$ cat config.mk
export PLATFORM = sky130hd
export DESIGN_NAME = rsrh_cordic_stage
export DESIGN_NICKNAME = d
export VERILOG_FILES = /design/src/rtl/rsrh_pkg.sv /design/src/rtl/rsrh_cordic_stage.sv
export SDC_FILE = /design/constraint.sdc
export NUM_CORES = 1
export LEC_CHECK = 0
export BUFFER_PORTS_ARGS = -buffer_cell sky130_fd_sc_hd__clkbuf_2
export CELL_PAD_IN_SITES_DETAIL_PLACEMENT = 0
export CELL_PAD_IN_SITES_GLOBAL_PLACEMENT = 1
export CORE_MARGIN = 3
export CORE_UTILIZATION = 42
export DETAILED_ROUTE_END_ITERATION = 10
export GPL_TIMING_DRIVEN = 0
export PLACE_DENSITY_LB_ADDON = 0.1
export SYNTH_ARGS = -nofsm -noshare
export SYNTH_HDL_FRONTEND = slang
export SYNTH_SLANG_ARGS = --single-unit
$ cat constraint.sdc
create_clock -name clk -period 1.12 [get_ports clk]
set_clock_uncertainty 0.05 [all_clocks]
set_input_delay 0.168 -clock clk [delete_from_list [all_inputs] [get_ports clk]]
set_output_delay 0.168 -clock clk [all_outputs]
set_load 0.01 [all_outputs]
$ cat src/rtl/rsrh_pkg.sv
// ----------------------------------------------------------------------------
// rsrh_pkg: shared types and constants for the segment/rectangle hit test
// Fixed angle encoding, CORDIC arctangent table and pipeline payload types.
// ----------------------------------------------------------------------------
package rsrh_pkg;

	localparam int AngW = 16;
	localparam logic [AngW-1:0] ANG_FULL = 16'd46080;
	localparam logic [AngW-1:0] ANG_QUARTER = 16'd11520;
	localparam logic [AngW-1:0] ANG_HALF = 16'd23040;
	localparam logic [AngW-1:0] ANG_THREEQ = 16'd34560;

	localparam int CordicSteps = 16;
	localparam int CordicW = 34;
	localparam int ZW = 30;
	localparam logic signed [CordicW-1:0] CORDIC_X0 = 34'sd652032874;

	function automatic logic signed [ZW-1:0] atan_deg(input logic [3:0] i);
		logic signed [ZW-1:0] r;
		case (i)
			4'd0: r = 30'sd47185920;
			4'd1: r = 30'sd27855475;
			4'd2: r = 30'sd14718068;
			4'd3: r = 30'sd7471121;
			4'd4: r = 30'sd3750058;
			4'd5: r = 30'sd1876857;
			4'd6: r = 30'sd938658;
			4'd7: r = 30'sd469357;
			4'd8: r = 30'sd234682;
			4'd9: r = 30'sd117342;
			4'd10: r = 30'sd58671;
			4'd11: r = 30'sd29335;
			4'd12: r = 30'sd14668;
			4'd13: r = 30'sd7334;
			4'd14: r = 30'sd3667;
			default: r = 30'sd1833;
		endcase
		return r;
	endfunction

	typedef struct packed {
		logic signed [CordicW-1:0] x;
		logic signed [CordicW-1:0] y;
		logic signed [ZW-1:0] z;
		logic neg;
	} cordic_t;

	typedef struct packed {
		logic signed [15:0] l;
		logic signed [15:0] t;
		logic signed [16:0] r;
		logic signed [16:0] b;
		logic signed [15:0] sx;
		logic signed [15:0] sy;
		logic [14:0] len;
	} geom_t;

endpackage

$ cat src/rtl/rsrh_cordic_stage.sv
// ----------------------------------------------------------------------------
// rsrh_cordic_stage: one registered CORDIC rotation step
// Applies micro-rotation STEP and carries the geometry alongside.
// ----------------------------------------------------------------------------
module rsrh_cordic_stage import rsrh_pkg::*; #(
	parameter int STEP = 0
) (
	input  logic    clk,
	input  logic    arst_n,
	input  logic    en,
	input  logic    in_vld,
	input  cordic_t in_c,
	input  geom_t   in_g,
	output logic    out_vld,
	output cordic_t out_c,
	output geom_t   out_g
);

	cordic_t nxt;
	logic signed [CordicW-1:0] xs, ys;

	always_comb begin
		xs = in_c.x >>> STEP;
		ys = in_c.y >>> STEP;
		nxt = in_c;
		if (!in_c.z[ZW-1]) begin
			nxt.x = in_c.x - ys;
			nxt.y = in_c.y + xs;
			nxt.z = in_c.z - atan_deg(4'(STEP));
		end else begin
			nxt.x = in_c.x + ys;
			nxt.y = in_c.y - xs;
			nxt.z = in_c.z + atan_deg(4'(STEP));
		end
	end

	always_ff @(posedge clk or negedge arst_n) begin
		if (!arst_n) out_vld <= 1'b0;
		else if (en) out_vld <= in_vld;
	end

	always_ff @(posedge clk) begin
		if (en) begin
			out_c <= nxt;
			out_g <= in_g;
		end
	end

endmodule

==> results of run 1 <==
[worst paths after layout]
| check | from | end | slack, ps |
|---|---|---|---|
| min reg2reg | out_vld$_DFFE_PN0P_ | out_vld$_DFFE_PN0P_ | 630 |
| max in group asynchronous | arst_n | out_vld$_DFFE_PN0P_ | 450 |
| max reg2reg | out_vld$_DFFE_PN0P_ | out_vld$_DFFE_PN0P_ | 140 |
| min in group asynchronous | arst_n | out_vld$_DFFE_PN0P_ | 460 |
| max | in_c[65] | out_c[61]$_DFFE_PP_ | -1400 |
| min | in_c[65] | out_c[65]$_DFFE_PP_ | 30 |
[per-stage QoR]
step | TNS (ps) | utilization | instances | hold slack (ps)
floorplan | -63770 | - | 1170 | -178
global placement | -832780 | 0.554 | 1982 | -108
detailed placement | -217110 | 0.555 | 1983 | -102
CTS | -87390 | 0.678 | 2211 | 24.6
global route | -99270 | 0.719 | 2257 | 34.5
finish | -91240 | 0.719 | 2257 | 32.6
[layout make-up]
cell class	instances	area, um^2
Clock inverter	12	123
Multi-Input combinational cell	800	7350
Clock buffer	32	682
Sequential cell	212	6360
Tap cell	384	480
Timing Repair Buffer	661	4930
Buffer	46	549
Fill cell	2054	8200
Inverter	110	499
[worst register-to-register path, delay by kind of cell (launching register included)]
family,cells,cell delay [ps]
buf+inv,1,140
flops,1,410
mux,1,270
[power by group through the flow]
stage | registers [W] | clock network, W | logic [W]
2_1_floorplan | 0.0107 | 0 | 0.00322
3_3_place_gp | 0.0103 | 0 | 0.00661
3_5_place_dp | 0.0103 | 0 | 0.00662
4_1_cts | 0.0101 | 0.00807 | 0.00792
5_1_grt | 0.0102 | 0.00845 | 0.00938
6_report | 0.0102 | 0.00804 | 0.00897
[cells in the mapped netlist (5+ instances only)]
master    count
or3_1        10
nor2b_1      14
xnor2_1      65
xor2_1        5
clkbuf_1     28
nor3_1       21
o31ai_1      19
o41ai_1       5
a21o_1       13
nand3_1      15
nor4_1        7
o21a_1        9
nand2b_1      5
mux2i_1      11
nor2_1       77
a211oi_1     17
o21bai_1     25
a21oi_1     131
o21ai_0      76
o221ai_1      5
and2_1        5
edfxtp_1    211
nand4_1      12
o211ai_1     12
inv_1       107
a31oi_1       7
nand2_1      53
buf_1        12
ha_1        107
buf_2         7
[registers in the layout, summed over array words and instances, names as in the netlist]
name,flops
out_vld,1
out_c,98
out_g,113
[metal layers]
layer / GRT usage / share of wire / up-vias
met5: 0 / 0.00019 / -
met4: 0.124 / 0.054 / 2
met3: 0.0505 / 0.068 / 161
met2: 0.564 / 0.48 / 777
met1: 0.436 / 0.40 / 6363
li1: - / - / 5691
[logic make-up after synthesis]
group                      count (synthesis)
adders and majority gates                111
buffers and inverters                    158
muxes                                     13
xor gates and xnor gates                  70
and+or+nand+nor                          237
AOI/OAI and AO/OA                        369
DFF                                      212
[timing repair]
action                                 4_1_cts  5_1_grt
pin swaps                                   87       93
buffers inserted                            45       46
cloned                                       2        1
setup endpoints to repair                  390      306
endpoints found under the hold margin      137        0
hold buffers                               138        0
resized for setup                          190      279
==> run metrics, run 1 <==
Final ANT Viol Nets 0; core area 29200 um^2; Placement Cell Area about 16000 um^2; CP Launch Type input port; Pleak 8.80 nW; first-pass GRT wire length 83100 um; P&R area growth vs syn 65.7%; routed vias 12994; Net Sw Power 0.00864 W; Post-Synthesis Cells 1170; TritonRoute pass-1 iters 6; number of synthesized flops with an enable pin approximately 210; post-synthesis simple-gate area fraction 0.0906; I/O pin total approximately 430; internal power 0.0185 W; CTS max path bufs 3; WL/cell 26.0 um; Largest stage delay, worst path a little under 400 ps; CTS tree done; CP bufs+invs 2; syn avg cell area 10.8 um^2; diode count 0; Max Clk Rate 396 MHz; initial antenna violation count 1; worst r2r path cells 2; status complete, but fails checks; Comb power frac 0.330; most frequent cells in the layout 353 x clkbuf_2, 211 x edfxtp_1, 138 x dlygate4sd3_1, 87 x inv_1, 82 x ha_1; Final #Nets 2182; CP max stage cell fa_2; fin area between 20000 and 25000 um^2; leading area contributor after synthesis edfxtp_1; Die W roughly 180 um; crit-path most repeated cell a2111oi_4; Synth Flop Type edfxtp_1; Final min period 2520 ps; max_cap viols 0; final worst-path cycle share 2.25; WP data required 1290 ps; complex-gate fraction of the synthesized area 0.188; Adder-Cell Fraction of Synth Area 0.112; clock slew seen by the registers of the worst setup and hold paths about 60 ps; H-tree levels 1; DP Worst Slack -2280 ps; mux cell area share after synthesis 0.0108; gr ovfl total 0; Worst-Margin Slew 1000 ps; drt initial violations approximately 1300; Port Buf Inserts 428; failing checks negative setup slack; CP cell instances clkbuf_16 > ha_4 > fa_2 > nor2b_4 > o21ai_4 > a2111oi_4 > o31ai_4 > a2111oi_4 > buf_4 > o311ai_4 > o221ai_2 > xnor2_2; pin count of the biggest net entering global routing 110; most common cell after layout, fill and taps aside clkbuf_2; Synthesized Nets around 1500; Final Max Slew Viols 0; via/cell ratio 5.76; Distinct cells, synth 73; unrepaired setup endpoints after global routing yes; WS Path Type input port to register; relative max-transition margin 0.331; register area share after synthesis 0.503; Crit. End Element register; All-Layer GR Usage 0.334; # DRC 0; WP depth 12; HP Class input port to register; DP HPWL 41000 um; critical path peak fanout 3; Starting Density 0.434; # rows 62; Yosys Warn Count 0; Routed Wire Length 58700 um; WHS Path Cells 3; layout cell share with drive strength beyond 1 0.459; Power Dens Cells 1300 nW/um^2; CP delay by family, top compound AO/OA/AOI/OAI gates; Worst Slack Setup Final -1400 ps; TritonCTS Sinks 212; Die ar. 32300 um^2; crit path DAT 2700 ps; vias in the first global route between 10000 and 15000; dominant cells by area after synthesis edfxtp_1 50%, ha_1 11%, a21oi_1 5.2%, xnor2_1 4.5%, inv_1 3.2%; die span in y 180 um; Hold Vio Cnt, Final 0; Routability Congestion 0.964; Clock power frac 0.296; Synth Cell Area 12700 um^2; Switching Fraction 0.318; Pwr Total 0.0272 W; asr flop ratio synth 0.00472; flops & latches, synth between 200 and 250; clock root buffer clkbuf_16; Num CTS Buffers 24; largest family of logic cells by synthesized area compound AO/OA/AOI/OAI gates; XOR/XNOR share of the synthesized area 0.0484; final setup vio count 285; clk_lat worst skew slightly above 500 ps; register share of total power 0.374; Synth top area share 0.501; VDD IR-drop max 847 uV
(Power assumes the default switching activity.)
==> run 2: changes to the inputs <==
--- a/config.mk
+++ b/config.mk
@@ -6,6 +6,7 @@
 export NUM_CORES = 1
 export LEC_CHECK = 0
 export BUFFER_PORTS_ARGS = -buffer_cell sky130_fd_sc_hd__clkbuf_2
+export CAP_MARGIN = 20
 export CELL_PAD_IN_SITES_DETAIL_PLACEMENT = 0
 export CELL_PAD_IN_SITES_GLOBAL_PLACEMENT = 1
 export CORE_MARGIN = 3
@@ -13,6 +14,7 @@
 export DETAILED_ROUTE_END_ITERATION = 10
 export GPL_TIMING_DRIVEN = 0
 export PLACE_DENSITY_LB_ADDON = 0.1
+export SKIP_LAST_GASP = 1
 export SYNTH_ARGS = -nofsm -noshare
 export SYNTH_HDL_FRONTEND = slang
 export SYNTH_SLANG_ARGS = --single-unit
==> constraint.sdc (replaced) <==
create_clock -name clk -period 3.1 [get_ports clk]
set_clock_uncertainty 0.05 [all_clocks]
set_input_delay 0.465 -clock clk [delete_from_list [all_inputs] [get_ports clk]]
set_output_delay 0.465 -clock clk [all_outputs]
set_load 0.01 [all_outputs]
==> run 2 against run 1 <==
Global-route usage down 3.9 points. Utilization is 16 points lower. Worst hold slack better by 39 ps. Sequential cell count unchanged. Total power shrank 68%. The flow now finishes without violations. Clock power fell by 64%.
==> run metrics, run 2 (synthesis results as in run 1) <==
status finished clean; clock slew seen by the registers of the worst setup and hold paths 60 ps (about the same); unrepaired setup endpoints after global routing yes; most frequent cells in the layout 431 x clkbuf_2, 211 x edfxtp_1, 127 x a21oi_1, 107 x inv_1, 107 x ha_1; relative max-transition margin 0.398 (+0.0668); pin count of the biggest net entering global routing 124 (+13%); HP Class input port to register; Die ar. 32300 um^2 (unchanged); Reg area 6360 um^2 (unchanged); CTS max path bufs 3 (unchanged); Num CTS Buffers 24 (unchanged); Starting Density 0.434 (unchanged); TritonCTS Sinks 212 (unchanged); Pleak 7.13 nW (-19%); multi-input logic area 5900 um^2 (-20%); Largest register FFs 113 (unchanged); core area 29200 um^2 (unchanged); CP Launch Type input port; routed vias 11439 (-12%); max_cap viols 0 (unchanged); first-pass GRT wire length 72900 um (-12%); drt initial violations 1043 (-19%); WS Path Type input port to register; DP HPWL 40100 um (-2.4%); Routability Congestion 0.960 (-0.41%); worst r2r path cells 1 (-1); VDD IR-drop max 315 uV (-63%); crit path DAT 3280 ps (+580 ps); vias in the first global route 11145 (-11%); top flop regs out_g: 113 flops, out_c: 98 flops, out_vld: 1 flops; CTS tree done; # DRC 0 (unchanged); final setup vio count 0 (-100%); Die W 180 um (unchanged); Post-Route Utilization 0.561 (-0.158); P&R area growth vs syn 29.2%; reg2reg setup slack 2300 ps (+2160 ps); initial antenna violation count 5 (+4); Port Buf Inserts 428 (unchanged); critical path peak fanout 5 (+2); Crit. End Element register; # rows 62 (unchanged); via/cell ratio 5.64 (-2.0%); Max Clk Rate 324 MHz; Final Max Slew Viols 0 (unchanged); final cell count without fillers 2028 (-10%); Worst-Margin Slew 903 ps (-100 ps); Placement Cell Area 15300 um^2 (-5.4%); clk_lat worst skew 520 ps (about the same); most common cell after layout, fill and taps aside clkbuf_2; All-Layer GR Usage 0.295 (-0.0390); Final #Nets 1952 (-11%); gr ovfl total 0 (unchanged); Inst Count DP 1983 (unchanged); fin area 16300 um^2 (-22%); largest register by flop count out_g; WP data required 3300 ps (+2010 ps); die span in y 180 um (unchanged); WL/cell 24.5 um (-5.7%); Routed Wire Length 49700 um (-15%); H-tree levels 1 (unchanged); final worst-path cycle share 0.996; TritonRoute pass-1 iters 5 (-1); fillers 2689 (+31%); WHS Path Cells 1 (-2); Final min period around 3000 ps; setup_tns 0 ps (+91240 ps); Power Dens Cells 537 nW/um^2 (-59%); clock root buffer clkbuf_16; I/O pin total 429 (unchanged); layout cell share with drive strength beyond 1 0.319 (-0.140); Final ANT Viol Nets 0 (unchanged); Hold Vio Cnt, Final 0 (unchanged)
## run 2: cell count changes in the layout (fill, tap and decap cells not counted), sizes merged
cell / previous run / this run
buf: 183 / 24
bufbuf: 2 / 0
diode: 0 / 3
clkbuf: 416 / 482
clkinv: 8 / 7
bufinv: 2 / 3
dlygate4sd3: 138 / 1
## run 2: path summary, 6_finish.rpt
kind / start / to
worst min register to register: out_vld$_DFFE_PN0P_ / out_vld$_DFFE_PN0P_
min in group asynchronous: arst_n / out_vld$_DFFE_PN0P_
max in group asynchronous: arst_n / out_vld$_DFFE_PN0P_
worst max register to register: out_vld$_DFFE_PN0P_ / out_vld$_DFFE_PN0P_
worst min-delay path: in_c[11] / out_c[11]$_DFFE_PP_
worst max-delay path: in_c[32] / out_c[88]$_DFFE_PP_
## run 2: power by group
group          internal [W]  switching, W
sequential          0.00356     0.0000984
clock               0.00172       0.00114
combinational      0.000817       0.00145
total               0.00609       0.00268
## run 2: area by class of cell
cell class / instances / area share
inverters: 110 / 0.0254
multi-input cells: 800 / 0.361
clock buffers: 30 / 0.0394
clock inverters: 12 / 0.00872
well taps: 384 / 0.0294
flip-flops and latches: 212 / 0.389
diodes: 3 / 0.000459
plain buffers: 44 / 0.0117
repair buffers: 433 / 0.135
## run 2: layer usage
| metal | GRT usage | part of all wire | vias to the layer above |
|---|---|---|---|
| met1 | 0.388 | 0.40 | 5558 |
| li1 | - | - | 5232 |
| met2 | 0.486 | 0.48 | 533 |
| met3 | 0.0616 | 0.082 | 110 |
| met5 | 0 | 0.00082 | - |
| met4 | 0.102 | 0.040 | 6 |
## run 2: critical path, stage by stage
cell	delay, ps
clkbuf_2	190
inv_1	110
ha_1	330
nor2b_1	60
o211ai_1	430
a21oi_2	210
o311ai_4	510
a21oi_1	220
a311oi_2	280
buf_4	170
a21oi_1	100
xnor2_2	210
## run 2: stage by stage
step | total power, W | hold WS [ps] | setup slack (ps)
after floorplan | 0.00486 | 119 | 10.6
after global placement | 0.00589 | 208 | -1910
after detailed placement | 0.00589 | 204 | -1300
after CTS | 0.00879 | 50.9 | -81.5
after global routing | 0.00913 | 48.6 | -82.7
final | 0.00878 | 71.6 | 13.7
## run 2: repair_timing
item,in CTS,in global routing
setup buffers,0,3
pin swaps,1,7
gates cloned,0,0
hold buffers,1,0
resized for setup,19,33
endpoints found under the setup margin,31,29
hold endpoints to repair,1,0
